<file path="src/rtl/core/itaf_pkg.sv">
// ----------------------------------------------------------------------------
// itaf_pkg
// Types, constants and character helpers shared by the formatter modules.
// ----------------------------------------------------------------------------
package itaf_pkg;

  // Depth of the command queue between front and back.
  localparam int unsigned FIFO_DEPTH = 2;

  // Input action codes.
  typedef enum logic [2:0] {
    ACT_SDEC = 3'd0,
    ACT_UDEC = 3'd1,
    ACT_HEXL = 3'd2,
    ACT_HEXU = 3'd3,
    ACT_PTR  = 3'd4
  } action_e;

  // Digit format that the back end carries out.
  typedef enum logic [1:0] {
    FMT_DEC   = 2'd0,
    FMT_HEX32 = 2'd1,
    FMT_HEX64 = 2'd2,
    FMT_NIL   = 2'd3
  } fmt_e;

  // Fixed text that goes out ahead of the digits.
  typedef enum logic [1:0] {
    PFX_NONE  = 2'd0,
    PFX_MINUS = 2'd1,
    PFX_0X    = 2'd2,
    PFX_NIL   = 2'd3
  } pfx_e;

  // One input beat.
  typedef struct packed {
    logic [2:0]  action;
    logic [63:0] value;
  } in_item_t;

  // One result beat.
  typedef struct packed {
    logic [7:0]  char_out;
    logic        last;
    logic [31:0] char_count;
  } out_item_t;

  // Classified command handed from front to back.
  typedef struct packed {
    fmt_e        fmt;
    pfx_e        pfx;
    logic        upper;
    logic [63:0] value;
  } cmd_t;

  localparam logic [127:0] HEX_LOWER = "0123456789abcdef";
  localparam logic [127:0] HEX_UPPER = "0123456789ABCDEF";
  localparam logic [39:0]  NIL_TEXT  = "(nil)";
  localparam logic [15:0]  HEX_LEAD  = "0x";
  localparam logic [7:0]   CH_MINUS  = "-";

  // Character for one hex or decimal digit.
  function automatic logic [7:0] digit_char(input logic [3:0] nib, input logic upper);
    logic [6:0] pos;
    pos = {4'd15 - nib, 3'b000};
    digit_char = upper ? HEX_UPPER[pos +: 8] : HEX_LOWER[pos +: 8];
  endfunction

  // Number of prefix characters.
  function automatic logic [2:0] prefix_len(input pfx_e pfx);
    case (pfx)
      PFX_MINUS: prefix_len = 3'd1;
      PFX_0X:    prefix_len = 3'd2;
      PFX_NIL:   prefix_len = 3'd5;
      default:   prefix_len = 3'd1;
    endcase
  endfunction

  // Prefix character at position idx, counted from the first one sent.
  function automatic logic [7:0] prefix_char(input pfx_e pfx, input logic [2:0] idx);
    logic [5:0] pos;
    pos = {3'd4 - idx, 3'b000};
    case (pfx)
      PFX_MINUS: prefix_char = CH_MINUS;
      PFX_0X:    prefix_char = idx[0] ? HEX_LEAD[7:0] : HEX_LEAD[15:8];
      PFX_NIL:   prefix_char = NIL_TEXT[pos +: 8];
      default:   prefix_char = CH_MINUS;
    endcase
  endfunction

endpackage

</file>
<file path="src/rtl/core/itaf_fifo.sv">
// ----------------------------------------------------------------------------
// itaf_fifo
// Small command queue that lets the front and the back stall independently.
// ----------------------------------------------------------------------------
module itaf_fifo import itaf_pkg::*; #(
  parameter int unsigned Depth = FIFO_DEPTH
) (
  input  logic clk_i,
  input  logic rst_ni,
  input  logic wr_en_i,
  input  cmd_t wr_cmd_i,
  output logic full_o,
  input  logic rd_en_i,
  output cmd_t rd_cmd_o,
  output logic empty_o
);

  localparam int unsigned PtrW = (Depth > 1) ? $clog2(Depth) : 1;
  localparam int unsigned CntW = $clog2(Depth + 1);

  cmd_t            mem_q [Depth];
  logic [PtrW-1:0] wr_ptr_q, wr_ptr_d;
  logic [PtrW-1:0] rd_ptr_q, rd_ptr_d;
  logic [CntW-1:0] cnt_q, cnt_d;
  logic            do_wr, do_rd;

  assign full_o   = (cnt_q == CntW'(Depth));
  assign empty_o  = (cnt_q == '0);
  assign do_wr    = wr_en_i && !full_o;
  assign do_rd    = rd_en_i && !empty_o;
  assign rd_cmd_o = mem_q[rd_ptr_q];

  // Pointer and fill count update, wrapping at the queue depth.
  always_comb begin
    wr_ptr_d = wr_ptr_q;
    rd_ptr_d = rd_ptr_q;
    cnt_d    = cnt_q;
    if (do_wr) begin
      wr_ptr_d = (wr_ptr_q == PtrW'(Depth - 1)) ? '0 : wr_ptr_q + 1'b1;
    end
    if (do_rd) begin
      rd_ptr_d = (rd_ptr_q == PtrW'(Depth - 1)) ? '0 : rd_ptr_q + 1'b1;
    end
    if (do_wr && !do_rd) begin
      cnt_d = cnt_q + 1'b1;
    end else if (do_rd && !do_wr) begin
      cnt_d = cnt_q - 1'b1;
    end
  end

  always_ff @(posedge clk_i or negedge rst_ni) begin
    if (!rst_ni) begin
      wr_ptr_q <= '0;
      rd_ptr_q <= '0;
      cnt_q    <= '0;
    end else begin
      wr_ptr_q <= wr_ptr_d;
      rd_ptr_q <= rd_ptr_d;
      cnt_q    <= cnt_d;
    end
  end

  // Storage write.
  always_ff @(posedge clk_i) begin
    if (do_wr) begin
      mem_q[wr_ptr_q] <= wr_cmd_i;
    end
  end

endmodule

</file>
<file path="src/rtl/core/itaf_front.sv">
// ----------------------------------------------------------------------------
// itaf_front
// Accepts input beats and classifies them into format commands.
// ----------------------------------------------------------------------------
module itaf_front import itaf_pkg::*; (
  input  logic     push,
  output logic     full,
  input  in_item_t in_item_i,
  input  logic     q_full_i,
  output logic     q_wr_o,
  output cmd_t     q_cmd_o
);

  logic [31:0] low;
  logic        known;

  assign low  = in_item_i.value[31:0];
  assign full = q_full_i;

  // Map the action to a digit format and a prefix; negative values are
  // turned into their magnitude here, which also covers the most negative
  // value since its two's complement is itself read as unsigned.
  always_comb begin
    known           = 1'b1;
    q_cmd_o.fmt     = FMT_DEC;
    q_cmd_o.pfx     = PFX_NONE;
    q_cmd_o.upper   = 1'b0;
    q_cmd_o.value   = {32'd0, low};
    case (in_item_i.action)
      ACT_SDEC: begin
        if (low[31]) begin
          q_cmd_o.pfx   = PFX_MINUS;
          q_cmd_o.value = {32'd0, 32'd0 - low};
        end
      end
      ACT_UDEC: begin
        q_cmd_o.fmt = FMT_DEC;
      end
      ACT_HEXL: begin
        q_cmd_o.fmt = FMT_HEX32;
      end
      ACT_HEXU: begin
        q_cmd_o.fmt   = FMT_HEX32;
        q_cmd_o.upper = 1'b1;
      end
      ACT_PTR: begin
        q_cmd_o.value = in_item_i.value;
        if (in_item_i.value == 64'd0) begin
          q_cmd_o.fmt = FMT_NIL;
          q_cmd_o.pfx = PFX_NIL;
        end else begin
          q_cmd_o.fmt = FMT_HEX64;
          q_cmd_o.pfx = PFX_0X;
        end
      end
      default: begin
        known = 1'b0;
      end
    endcase
  end

  // Undefined actions are taken and dropped without a command.
  assign q_wr_o = push && !q_full_i && known;

endmodule

</file>
<file path="src/rtl/core/itaf_back.sv">
// ----------------------------------------------------------------------------
// itaf_back
// Executes format commands: binary to BCD conversion, leading zero skip,
// and emission of prefix and digit characters through an output register.
// ----------------------------------------------------------------------------
module itaf_back import itaf_pkg::*; (
  input  logic      clk_i,
  input  logic      rst_ni,
  input  logic      q_empty_i,
  input  cmd_t      q_cmd_i,
  output logic      q_pop_o,
  output logic      empty,
  input  logic      pop,
  output out_item_t out_item_o
);

  localparam logic [2:0] ST_IDLE   = 3'd0;
  localparam logic [2:0] ST_CONV   = 3'd1;
  localparam logic [2:0] ST_SKIP   = 3'd2;
  localparam logic [2:0] ST_PREFIX = 3'd3;
  localparam logic [2:0] ST_DIGIT  = 3'd4;

  // Two binary bits per conversion step over a 32-bit magnitude.
  localparam logic [3:0] CONV_LAST = 4'd15;

  // One shift-and-add-3 step on {bcd, binary}.
  function automatic logic [71:0] dabble(input logic [71:0] x);
    logic [71:0] y;
    y = x;
    for (int i = 0; i < 10; i++) begin
      if (y[32 + 4*i +: 4] >= 4'd5) begin
        y[32 + 4*i +: 4] = y[32 + 4*i +: 4] + 4'd3;
      end
    end
    dabble = {y[70:0], 1'b0};
  endfunction

  logic [2:0]  state_q, state_d;
  pfx_e        pfx_q, pfx_d;
  logic        upper_q, upper_d;
  logic [71:0] conv_q, conv_d;
  logic [71:0] conv_step;
  logic [3:0]  step_q, step_d;
  logic [63:0] dig_q, dig_d;
  logic [4:0]  ndig_q, ndig_d;
  logic [2:0]  pidx_q, pidx_d;
  logic        out_valid_q, out_valid_d;
  out_item_t   out_q, out_d;
  logic [31:0] count_q, count_d;
  logic        out_free;
  logic        emit;
  logic [7:0]  emit_char;
  logic        emit_last;

  assign out_free   = !out_valid_q || pop;
  assign conv_step  = dabble(dabble(conv_q));
  assign empty      = !out_valid_q;
  assign out_item_o = out_q;

  // Sequencer for one command.
  always_comb begin
    state_d   = state_q;
    pfx_d     = pfx_q;
    upper_d   = upper_q;
    conv_d    = conv_q;
    step_d    = step_q;
    dig_d     = dig_q;
    ndig_d    = ndig_q;
    pidx_d    = pidx_q;
    q_pop_o   = 1'b0;
    emit      = 1'b0;
    emit_char = digit_char(dig_q[63:60], upper_q);
    emit_last = 1'b0;
    case (state_q)
      ST_IDLE: begin
        if (!q_empty_i) begin
          q_pop_o = 1'b1;
          pfx_d   = q_cmd_i.pfx;
          upper_d = q_cmd_i.upper;
          pidx_d  = '0;
          case (q_cmd_i.fmt)
            FMT_DEC: begin
              conv_d  = {40'd0, q_cmd_i.value[31:0]};
              step_d  = '0;
              state_d = ST_CONV;
            end
            FMT_HEX32: begin
              dig_d   = {q_cmd_i.value[31:0], 32'd0};
              ndig_d  = 5'd8;
              state_d = ST_SKIP;
            end
            FMT_HEX64: begin
              dig_d   = q_cmd_i.value;
              ndig_d  = 5'd16;
              state_d = ST_SKIP;
            end
            default: begin
              state_d = ST_PREFIX;
            end
          endcase
        end
      end
      ST_CONV: begin
        conv_d = conv_step;
        step_d = step_q + 1'b1;
        if (step_q == CONV_LAST) begin
          dig_d   = {conv_step[71:32], 24'd0};
          ndig_d  = 5'd10;
          state_d = ST_SKIP;
        end
      end
      ST_SKIP: begin
        // Drop one leading zero digit a cycle, keeping at least one digit.
        if (dig_q[63:60] == 4'd0 && ndig_q > 5'd1) begin
          dig_d  = {dig_q[59:0], 4'd0};
          ndig_d = ndig_q - 1'b1;
        end else begin
          state_d = (pfx_q == PFX_NONE) ? ST_DIGIT : ST_PREFIX;
        end
      end
      ST_PREFIX: begin
        emit_char = prefix_char(pfx_q, pidx_q);
        emit_last = (pfx_q == PFX_NIL) && (pidx_q == prefix_len(pfx_q) - 1'b1);
        if (out_free) begin
          emit   = 1'b1;
          pidx_d = pidx_q + 1'b1;
          if (pidx_q == prefix_len(pfx_q) - 1'b1) begin
            state_d = (pfx_q == PFX_NIL) ? ST_IDLE : ST_DIGIT;
          end
        end
      end
      ST_DIGIT: begin
        emit_last = (ndig_q == 5'd1);
        if (out_free) begin
          emit   = 1'b1;
          dig_d  = {dig_q[59:0], 4'd0};
          ndig_d = ndig_q - 1'b1;
          if (ndig_q == 5'd1) begin
            state_d = ST_IDLE;
          end
        end
      end
      default: begin
        state_d = ST_IDLE;
      end
    endcase
  end

  // Output register and running character count.
  always_comb begin
    out_valid_d = out_valid_q;
    out_d       = out_q;
    count_d     = count_q;
    if (emit) begin
      count_d          = count_q + 32'd1;
      out_valid_d      = 1'b1;
      out_d.char_out   = emit_char;
      out_d.last       = emit_last;
      out_d.char_count = count_q + 32'd1;
    end else if (pop) begin
      out_valid_d = 1'b0;
    end
  end

  always_ff @(posedge clk_i or negedge rst_ni) begin
    if (!rst_ni) begin
      state_q     <= ST_IDLE;
      out_valid_q <= 1'b0;
      count_q     <= '0;
    end else begin
      state_q     <= state_d;
      out_valid_q <= out_valid_d;
      count_q     <= count_d;
    end
  end

  // Working registers, no reset needed.
  always_ff @(posedge clk_i) begin
    pfx_q   <= pfx_d;
    upper_q <= upper_d;
    conv_q  <= conv_d;
    step_q  <= step_d;
    dig_q   <= dig_d;
    ndig_q  <= ndig_d;
    pidx_q  <= pidx_d;
    out_q   <= out_d;
  end

endmodule

</file>
<file path="src/rtl/core/integer_to_ascii_formatter_top.sv">
// ----------------------------------------------------------------------------
// integer_to_ascii_formatter_top
// Formats one number per input beat as ASCII text, one character per beat.
// ----------------------------------------------------------------------------
// Each input beat carries an action and a value; the block sends the text
// as result beats, most significant character first, with last set on the
// final one and a running character count on every beat. Actions 5 to 7
// are taken and produce nothing. A command queue of FifoDepth entries sits
// between the classifying front and the back end, so input beats keep
// flowing while text goes out. The back end handles one item at a time:
// it takes the command, runs the binary to BCD conversion for the decimal
// modes (two bits a cycle), drops suppressed leading zeros one at a time,
// then sends the prefix and digit characters while the result side keeps
// popping.
// ----------------------------------------------------------------------------
module integer_to_ascii_formatter_top import itaf_pkg::*; #(
  parameter int unsigned FifoDepth = FIFO_DEPTH
) (
  input  logic      clk_i,
  input  logic      rst_ni,
  input  logic      push,
  output logic      full,
  input  in_item_t  in_item_i,
  output logic      empty,
  input  logic      pop,
  output out_item_t out_item_o
);

  logic q_full, q_wr, q_empty, q_pop;
  cmd_t q_wr_cmd, q_rd_cmd;

  // Front: accept and classify.
  itaf_front u_front (
    .push      (push),
    .full      (full),
    .in_item_i (in_item_i),
    .q_full_i  (q_full),
    .q_wr_o    (q_wr),
    .q_cmd_o   (q_wr_cmd)
  );

  // Command queue.
  itaf_fifo #(
    .Depth (FifoDepth)
  ) u_fifo (
    .clk_i    (clk_i),
    .rst_ni   (rst_ni),
    .wr_en_i  (q_wr),
    .wr_cmd_i (q_wr_cmd),
    .full_o   (q_full),
    .rd_en_i  (q_pop),
    .rd_cmd_o (q_rd_cmd),
    .empty_o  (q_empty)
  );

  // Back: convert and emit.
  itaf_back u_back (
    .clk_i      (clk_i),
    .rst_ni     (rst_ni),
    .q_empty_i  (q_empty),
    .q_cmd_i    (q_rd_cmd),
    .q_pop_o    (q_pop),
    .empty      (empty),
    .pop        (pop),
    .out_item_o (out_item_o)
  );

endmodule

</file>
<file path="config.mk">
export PLATFORM = sky130hd
export DESIGN_NAME = integer_to_ascii_formatter_top
export DESIGN_NICKNAME = d
export VERILOG_FILES = /design/src/rtl/core/itaf_pkg.sv /design/src/rtl/core/itaf_fifo.sv /design/src/rtl/core/itaf_front.sv /design/src/rtl/core/itaf_back.sv /design/src/rtl/core/integer_to_ascii_formatter_top.sv
export SDC_FILE = /design/constraint.sdc
export NUM_CORES = 1
export LEC_CHECK = 0
export ABC_AREA = 1
export ABC_CLOCK_PERIOD_IN_PS = 17100
export BUFFER_PORTS_ARGS = -buffer_cell sky130_fd_sc_hd__clkbuf_2
export CORE_AREA = 4 4 184 186
export CTS_CLUSTER_SIZE = 24
export DETAILED_ROUTE_END_ITERATION = 7
export DIE_AREA = 0 0 188 190
export HOLD_SLACK_MARGIN = 0.15
export PLACE_DENSITY = 0.78
export RECOVER_POWER = 50
export REMOVE_ABC_BUFFERS = 1
export SLEW_MARGIN = 20
export SYNTH_ARGS = -nofsm -noshare
export SYNTH_HDL_FRONTEND = slang
export SYNTH_SLANG_ARGS = --single-unit
</file>
<file path="constraint.sdc">
create_clock -name clk_i -period 17.1 [get_ports clk_i]
set_clock_uncertainty 0.2 [all_clocks]
set_input_delay 3.42 -clock clk_i [delete_from_list [all_inputs] [get_ports clk_i]]
set_output_delay 3.42 -clock clk_i [all_outputs]
set_load 0.1 [all_outputs]
</file>
# Word-level counts from Yosys, hierarchy flattened
# Memories as Yosys holds them, arrays and structs flattened.
# Index checks and enable logic that the tools add are counted.
word_totals:
  register_bits: 232
  latchBits: 0
  ramBits: 138
  mem_bits_ro: 0
  output_inout_bits: 43
  elab_cells: 218
  memories: 1
classes:
  n_addsub: 33
  multipliers: 0
  div_mod_pow: 0
  n_lt_le_gt_ge: 21
  n_eq_ne: 27
  shifts: 3
  muxes: 81
  n_bitwise: 1
  n_reduce_logical: 35
mem_list:
  columns: ["memory", "words", "word_bits", "rd", "rd_clocked_by_memory_dff", "write_ports", "line", "rtl"]
  rows:
  - ["u_fifo.mem_q", 2, 69, 1, 0, 1, "itaf_fifo.sv:21", "cmd_t mem_q [Depth];"]
op_table:
  columns: ["op", "n"]
  rows:
  - ["$mux W64", 4]
  - ["$pmux W64 S2", 2]
  - ["$pmux W64 S4", 1]
  - ["$shiftx A128 B8 Y8 const A", 2]
  - ["$mux W72", 2]
  - ["$pmux W72 S2", 1]
  - ["$ge A4 B3 Y1 const B", 20]
  - ["$mux W4", 20]
  - ["$add A4 B2 Y4 const B", 18]
  - ["$logic_not A64 Y1", 1]
  - ["$mux W3", 17]
  - ["$shiftx A40 B7 Y8 const A", 1]
  - ["$add A32 B1 Y32 const B", 1]
  - ["$mux W32", 1]
  - ["$sub A1 B32 Y32 const A", 1]
  - ["$mux W5", 4]
  - ["$pmux W5 S4", 1]
  - ["$mux W8", 2]
  - ["$pmux W8 S2", 1]
  - ["$pmux W3 S5", 1]
  - ["$mux W1", 13]
  - ["$eq A3 B2 Y1 const B", 4]
  - ["$ne A2 B1 Y1 const B", 6]
  - ["$pmux W2 S2", 3]
  - ["other kinds (41)", 74]

# Depth between registers and ports, before layout
# Gate-level depths: netlist of run 1.
logic_depth:
  ltp_word: 9
  mapped_depth: 16

# Modules after synthesis
# From an unflattened synthesis of run 1, not the netlist that was laid out.
unflattened:
  hier_cells: 2191
  hier_area_um2: 19258.5
by_module_without_submodules:
  columns: ["module", "n_inst", "cells_per_inst", "area_each_um2"]
  rows:
  - ["itaf_back", 1, 1455, 12415.7]
  - ["itaf_fifo", 1, 392, 5256.3]
  - ["itaf_front", 1, 344, 1586.5]

# Least setup slack after synthesis of run 1
# OpenSTA, ideal clock, no wires.
synth_path:
  path_kind: "input to register"
  from: "input port pop"
  to: "register u_back.dig_q[0] (enable)"
  setup_ns: 0.666
  arrival_time_ns: 10.311
  required_time_ns: 16.234
  setup_slack_ns: 5.923
  stages: 3
  cell_sequence: "or2_2 > o21ai_0 > nor4_1"
synth_via:
  elab_chain_cells: 3
synth_lines:
  columns: ["element", "line", "rtl"]
  rows:
  - ["start, declared", "integer_to_ascii_formatter_top.sv:25", "input logic pop,"]
  - ["$logic_or A1 B1 Y1", "itaf_back.sv:55", "assign out_free = !out_valid_q || pop;"]
  - ["$ne A2 B1 Y1 (no source line)", null, null]
  - ["$reduce_and A6 Y1 (no source line)", null, null]
  - ["end signal, assigned", "itaf_back.sv:183", "dig_q <= dig_d;"]
  - ["end, declared", "itaf_back.sv:44", "logic [63:0] dig_q, dig_d;"]
# Every way passes these cells.
# A chain may end at the register's enable or synchronous reset.

# Worst setup path after layout of run 1
layout_path:
  from: "register u_back.state_q[1]"
  to: "register u_back.dig_q[29], data pin"
layout_via:
  elab_chain_cells: 2
layout_lines:
  columns: ["element", "line", "rtl"]
  rows:
  - ["start, declared", "itaf_back.sv:38", "logic [2:0] state_q, state_d;"]
  - ["start signal, assigned", "itaf_back.sv:171", "state_q <= state_d;"]
  - ["$eq A3 B3 Y1 (tied with other cells)", "itaf_back.sv:74", "case (state_q)"]
  - ["$pmux W64 S4 *", "itaf_back.sv:74", null]
  - ["net u_back.dig_d[29]", "itaf_back.sv:44", null]
# Mark *: on every way through the listed nets, which the timed path passes. The rest lies on a longest branch.

==> key figures, run 1 <==
Final layout
  • Final cell count without fillers: around 2.5k
  • Growth of design area from synthesis to finish: 11.84%
  • Count of antenna diodes in the layout: 0
  • Final Cell Area: 20720 um^2
  • Layout Nets: 2171
  • Ratio of cells with drive above 1 in the final layout: 8.533%
  • Filler instances: approximately 2.5k
  • Most used cells in the layout excluding fill and tap cells: nand2_1 (482), edfxtp_1 (327), inv_1 (285)
  • Most common cell after layout, fill and taps aside: nand2_1

Clocking
  • Clock sink count: roughly 370
  • Number of H-tree levels: 2
  • Buffers inserted by post-CTS timing repair: 0
  • Number of buffers inserted during clock tree synthesis: 39
  • Later-pin clock latency in the skew report: between 500 and 600 ps
  • Number of buffers inserted by hold repair at cts: 0
  • Post-CTS resize count: 0
  • Max Buffers Root-to-Sink: 3
  • Clock-pin slew reported for the worst setup and hold paths after clock tree synthesis: 60 ps
  • Clock Root Buffer: clkbuf_16
  • CTS tree: yes

Timing
  • Post-route setup slack: approximately 9000 ps
  • RSZ-0062 raised after global routing: false
  • Final clock period utilization by the worst path: 47.13%
  • Max Slew Vio Count: ~400
  • Final setup violation count: 0
  • Transition at the pin with the smallest max-transition slack: roughly 3900 ps
  • Shortest clock period the worst path allows after layout: slightly above 8000 ps
  • Total count of hold-check failures in the final report: 0
  • Relative max-transition margin: -158.6%
  • Highest clock frequency the design can meet: 0.1241 GHz
  • Summed negative setup slack over all endpoints: 0 ps

Routing
  • Post-route DRC: 0
  • Final wirelength: 41960 um
  • First-pass detailed-route iteration total: 5
  • Number of vias in the routed layout: about 14k
  • DR WL/cell: 16.60 um
  • Count of nets left with antenna violations after detail routing: 0
  • Vias per cell: between 5 and 6
  • Count of routing violations after the opening detailed-route iteration: 1276

Pwr
  • Pwr dens: between 200 and 250 nW/um^2
  • Comb power frac: between 40% and 50%
  • Share of total power in the clock network: between 15 and 20%
  • Net switching power: ~1900 uW
  • Switching share of power: between 40% and 50%
  • Sequential share of power: 37.3%
  • Internal Pwr Total: about 2500 uW
  • LEAKAGE: 0.009006 uW
  • Total power of the final layout: 4432 uW
  • Largest voltage drop on the vdd net: 0.1379 mV

Synth
  • Post-Synthesis Cell Area: around 19000 um^2
  • Xor/xnor share of the synthesized area: ~3.1%
  • Share of synthesized registers carrying an async set or reset: approximately 11%
  • Multiplexer share of the synthesized area: under 10%
  • Post-synth EDFFs: approximately 330
  • Number of library cell types mapped by synthesis: between 40 and 50
  • Fraction of the mapped netlist area in compound gates: between 6 and 7%
  • Adder-cell area share of the yosys netlist: approximately 2.9%
  • Post-synthesis sequential area ratio: 58.39%
  • Simple-gate area share of the yosys netlist: about a fifth
  • Avg Synthesized Cell Area: 9.533 um^2
  • Top_reg_cell synth: edfxtp_1
  • Synthesis Warnings: 0
  • Combinational family with the most area after synthesis: simple AND/OR/NAND/NOR gates
  • Count of state elements after synthesis: roughly 370
  • Post-Synthesis Cells: between 1.5k and 2k

Floorplanning
  • Floorplan die height: about 190 um
  • Initial cell density of the core: around 57%
  • Boundary Pins: around 110
  • Horizontal die dimension: between 150 and 200 um
  • Floorplan row count: 66
  • Full die area: roughly 36000 um^2
  • Area inside the core boundary: 32290 um^2

Worst setup path
  • Endpoint arrival time on the critical path: between 8000 and 9000 ps
  • Endpoint kind of the worst setup timing path: flop
  • Max FO, Critical Path: 75
  • Critical Path Source Type: flop
  • Type of the worst setup path: flop to flop
  • WP data required: around 17000 ps

Global route
  • Largest net degree at the start of global routing: 92
  • GRT Residual Overflow: 0
  • Global-route usage over all layers: 23.04%
  • First-pass GRT wire length: 66480 um
  • Number of global-route vias before repair: between 10k and 15k
  • Antenna violations before repair: 0

Placed design
  • Buffers added on ports: 112
  • Routability cong.: slightly below 0.9
  • Placed Cells incl. Taps: around 2.5k
  • Half-perimeter wire length after detailed placement: just under 30000 um
  • Post-placement worst setup slack: about 12000 ps
  • DP Area: around 20000 um^2

Flow run
  • Max-cap viol count: 7

Run status
  • Violations in the final reports: capacitance limit, slew limit
  • Outcome: complete, but fails checks

Worst hold path
  • Worst min path class: flop to flop
sequential cells by signal (all words and copies together), names as in the netlist, 3 cells and up:
| signal | count |
|---|---|
| u_back.pidx_q | 3 |
| u_back.dig_q | 64 |
| u_back.state_q | 3 |
| u_back.out_item_o | 40 |
| u_back.count_q | 32 |
| u_back.step_q | 4 |
| u_back.ndig_q | 5 |
| u_fifo.mem_q | 136 |
| u_back.conv_q | 72 |
kinds of logic (layout without fill, tap and decap cells):
family / count (synthesis) / count (layout)
adder cells (fa/ha/maj): 43 / 43
AO/OA/AOI/OAI: 226 / 226
other: 1 / 1
multiplexers: 36 / 36
AND/OR/NAND/NOR: 866 / 866
buffers and inverters: 339 / 481
XOR/XNOR: 66 / 66
flip-flops: 367 / 367
stage by stage:
stage	hold slack, ps	utilization (%)
floorplan	267.4	-
global placement	284.8	60.45
detailed placement	302.7	60.45
CTS	314.0	64.49
global route	333.8	64.19
finish	311.2	64.19
worst paths after layout:
kind | start | to | slack, ps | cells past startpoint
worst max-delay path | u_back.state_q[1] | u_back.dig_q[29] | 9040 | 9
worst min-delay path | u_fifo.mem_q[0][65] | u_back.pfx_q[0] | 310 | 2
worst max register to register | u_back.state_q[1] | u_back.dig_q[29] | 9040 | 9
worst min register to register | u_fifo.mem_q[0][65] | u_back.pfx_q[0] | 310 | 2
max in group asynchronous | rst_ni | u_fifo.wr_ptr_q | 11990 | 1
min in group asynchronous | rst_ni | u_back.count_q[31] | 3390 | 1
cell type report:
cell class | instances | area [um^2] | share of cell area (%)
timing repair buffer | 123 | 590.6 | 2.850
clock buffer | 50 | 1049 | 5.059
sequential | 367 | 10820 | 52.21
multi-input combinational | 1238 | 6374 | 30.75
clock inverter | 20 | 257.7 | 1.244
tap | 442 | 553.0 | 2.668
inverter | 288 | 1081 | 5.216
power groups by stage:
stage	sequential, uW	clock, uW	combinational [uW]
floorplan	1880	0	1200
global placement	1640	0	1820
detailed placement	1650	0	1910
CTS	1640	870	1930
global route	1680	907	2140
finish	1650	862	1920
synthesized netlist by cell type, types with 21 or more instances:
cell	count	area [um^2]
inv_1	284	1066
xor2_1	54	473.0
clkbuf_1	25	93.84
ha_1	43	538.0
edfxtp_1	327	9819
a21oi_1	47	235.2
nor2_1	184	690.7
mux2i_1	36	360.4
nand3_1	96	480.5
buf_2	21	105.1
o21ai_0	112	560.5
dfrtp_1	40	1001
nand4_1	41	256.5
nand2_1	478	1794
worst max-delay path: stages (launching register included):
cell,delay (ps)
dfrtp_1,460
nor3_4,190
clkbuf_1,900
clkbuf_1,2250
nor2_1,330
nand2_1,660
clkbuf_1,1610
inv_1,600
a22oi_1,340
nand2_1,180
per-layer routing:
| metal | global-route usage (%) | part of all wire [%] | vias to the layer above |
|---|---|---|---|
| li1 | - | - | 6710 |
| met1 | 30.14 | 41 | 6438 |
| met2 | 39.94 | 49 | 496 |
| met3 | 3.101 | 6.6 | 90 |
| met4 | 7.905 | 3.2 | 0 |
| met5 | 0 | 0 | - |
Note: power is estimated with default switching activity, not from simulation.
==> inputs of run 2 (changes only) <==
Settings changed: ABC_CLOCK_PERIOD_IN_PS 17100 to 8300.
Clock period 17.1 ns to 8.3 ns, I/O delays scaled along.
==> key figures, run 2 (synthesis results as in run 1) <==
Run status
  • Outcome: complete, but fails checks
  • Violations in the final reports: capacitance limit, slew limit

Worst setup path
  • Worst reg2reg endpoint: u_fifo.mem_q[1][59]
  • Endpoint arrival time on the critical path: 5200 ps (-2900 ps)
  • Max FO, Critical Path: 38 (-49%)
  • WP data required: 8250 ps (-8890 ps)
  • Endpoint kind of the worst setup timing path: flop
  • Path depth of the worst reg2reg path: 7 (-2)
  • Reg-to-reg slack, setup: 3850 ps (-5190 ps)
  • Critical path's largest stage delay: 2070 ps (-180 ps)
  • CP cell instances: clkbuf_1 > nor2_1 > o21a_1 > inv_1 > nor2_1 > buf_4
  • Category of cells accounting for the largest share of critical-path delay: simple AND/OR/NAND/NOR gates
  • Buffer and inverter count on the worst path: 3 (-1)
  • Critical Path Source Type: input port
  • Slowest library cell on the worst path: nor2_1
  • R2R Path Start: u_fifo.cnt_q[1]
  • Critical Path Most Common Cell: nor2_1
  • Crit path depth: 6 (-3)
  • Type of the worst setup path: input port to flop

Worst hold path
  • Startpoint of the most critical hold path: u_fifo.cnt_q[0]
  • Hold path depth: 1 (-1)
  • Endpoint of the worst hold-timing path: u_fifo.cnt_q[0]
  • Worst min path class: flop to flop

Final layout
  • Final Cell Area: 20660 um^2 (-0.29%)
  • Largest regs: u_fifo.mem_q x136, u_back.conv_q x72, u_back.dig_q x64
  • Growth of design area from synthesis to finish: 11.51%
  • Most common cell after layout, fill and taps aside: nand2_1
  • Count of antenna diodes in the layout: 0 (unchanged)
  • Biggest register: u_fifo.mem_q
  • Largest register FFs: 136 (unchanged)
  • Filler instances: 2531 (+1.2%)
  • Most used cells in the layout excluding fill and tap cells: nand2_1 (480), edfxtp_1 (327), inv_1 (286)
  • Layout Nets: 2171 (unchanged)
  • Ratio of cells with drive above 1 in the final layout: 7.574% (-0.96 points)

Timing
  • Max Slew Vio Count: 170 (-58%)
  • Relative max-transition margin: -89.10% (+70 points)
  • Highest clock frequency the design can meet: 0.1906 GHz
  • RSZ-0062 raised after global routing: false
  • Shortest clock period the worst path allows after layout: roughly 5200 ps
  • Transition at the pin with the smallest max-transition slack: 2826 ps (-1053 ps)
  • Final setup violation count: 0 (unchanged)
  • Total count of hold-check failures in the final report: 0 (unchanged)
  • Final clock period utilization by the worst path: roughly 63%
  • Summed negative setup slack over all endpoints: 0 ps (unchanged)

Clocking
  • CTS tree: yes
  • Clock-pin slew reported for the worst setup and hold paths after clock tree synthesis: 50 ps (about the same)
  • Number of buffers inserted during clock tree synthesis: 40 (+2.6%)
  • Clock Root Buffer: clkbuf_16
  • Post-CTS resize count: 0 (unchanged)
  • Buffers inserted by post-CTS timing repair: 0 (unchanged)
  • Number of H-tree levels: 2 (unchanged)
  • Clock sink count: 367 (unchanged)
  • Later-pin clock latency in the skew report: 540 ps (about the same)
  • Max Buffers Root-to-Sink: 3 (unchanged)
  • Number of buffers inserted by hold repair at cts: 0 (unchanged)

Global route
  • Global-route usage over all layers: 23.44% (+0.40 points)
  • First-pass GRT wire length: 67900 um (+2.1%)
  • Number of global-route vias before repair: 13.60k (+2.6%)
  • Antenna violations before repair: 0 (unchanged)
  • Largest net degree at the start of global routing: 96 (+4.3%)
  • GRT Residual Overflow: 0 (unchanged)

Pwr
  • Largest voltage drop on the vdd net: 0.2364 mV (+71%)
  • Pwr dens: 436.6 nW/um^2 (+100%)
  • LEAKAGE: 0.008940 uW (-0.73%)

Routing
  • DR WL/cell: 16.76 um (+0.99%)
  • Number of vias in the routed layout: 13.83k (+0.70%)
  • Count of nets left with antenna violations after detail routing: 0 (unchanged)
  • Vias per cell: 5.471 (+0.70%)
  • Post-route DRC: 0 (unchanged)
  • Final wirelength: 42380 um (+0.99%)
  • First-pass detailed-route iteration total: 6 (+1)
  • Count of routing violations after the opening detailed-route iteration: 1151 (-9.8%)

Floorplanning
  • Initial cell density of the core: 57.39% (unchanged)
  • Horizontal die dimension: 188 um (unchanged)
  • Floorplan die height: 190 um (unchanged)
  • Full die area: 35720 um^2 (unchanged)
  • Boundary Pins: 114 (unchanged)
  • Floorplan row count: 66 (unchanged)
  • Area inside the core boundary: 32290 um^2 (unchanged)

Placed design
  • Routability cong.: 0.9078 (+2.2%)
  • DP Area: 19500 um^2 (about the same)
  • Half-perimeter wire length after detailed placement: 29270 um (+1.1%)
  • Buffers added on ports: 112 (unchanged)

Flow run
  • Max-cap viol count: 4 (-3)
run 2: changes by cell type in the layout (fill, tap and decap cells not counted), moves of 2 or more:
cell and change:
nand2_2 +2, o21ai_1 +10, clkinv_4 -2, clkbuf_2 -23, buf_4 +3, clkinv_2 +2
nand2_1 -2, o21ai_0 -10, clkinv_1 +3, clkbuf_1 +18, bufinv_16 -2
run 2: metal layers:
metal  routed length, um  up-vias  GRT usage (%)
li1                    -     6711              -
met1               17060     6480          29.97
met2               21470      546          42.15
met3                2560       93          2.587
met4                1286        0          7.425
met5                   0        -              0
run 2: worst max path at each step:
| stage | from | to | slack (ps) |
|---|---|---|---|
| floorplan | u_fifo.rd_ptr_q | u_back.dig_q[0] | -2680 |
| global placement | in_item_i[65] | u_fifo.mem_q[1][29] | 3990 |
| detailed placement | in_item_i[65] | u_fifo.mem_q[1][29] | 4000 |
| CTS | u_fifo.rd_ptr_q | u_back.dig_q[56] | 4390 |
| global route | in_item_i[65] | u_fifo.mem_q[1][59] | 2830 |
| finish | in_item_i[65] | u_fifo.mem_q[1][59] | 3050 |
run 2: layout make-up:
cell class / instances / area (um^2) / share of cell area, %
clock buffers: 49 / 1035 / 5.007
clock inverters: 22 / 215.2 / 1.041
inverters: 288 / 1081 / 5.231
multi-input cells: 1238 / 6375 / 30.85
flip-flops and latches: 367 / 10820 / 52.36
well taps: 442 / 553.0 / 2.676
repair buffers: 122 / 585.6 / 2.834
run 2: stage by stage:
stage               hold WS, ps  setup WS (ps)  power [uW]  std cells  util (%)
floorplan                 267.4          -2680        6275       1893         -
global placement          288.1           3992        7095       2456     60.40
detailed placement        306.3           3996        7313       2456     60.40
CTS                       315.6           4391        9023       2527     64.27
global route              319.1           2828        9645       2528     64.00
finish                    311.9           3054        9022       2528     64.00
run 2: power breakdown:
group	switching, uW	internal [uW]	leakage (uW)	total [uW]
clock network	710	986	0.000611	1700
logic	2890	1030	0.00472	3910
registers	346	3070	0.00361	3410
total	3940	5080	0.00894	9020
run 2: worst register-to-register path: stages, from the launching register on:
cell and delay, ps:
dfrtp_1 370, inv_1 110, nor2_1 80, nor2_1 160, o21a_1 200, inv_1 90
nor2_1 2070, buf_4 770
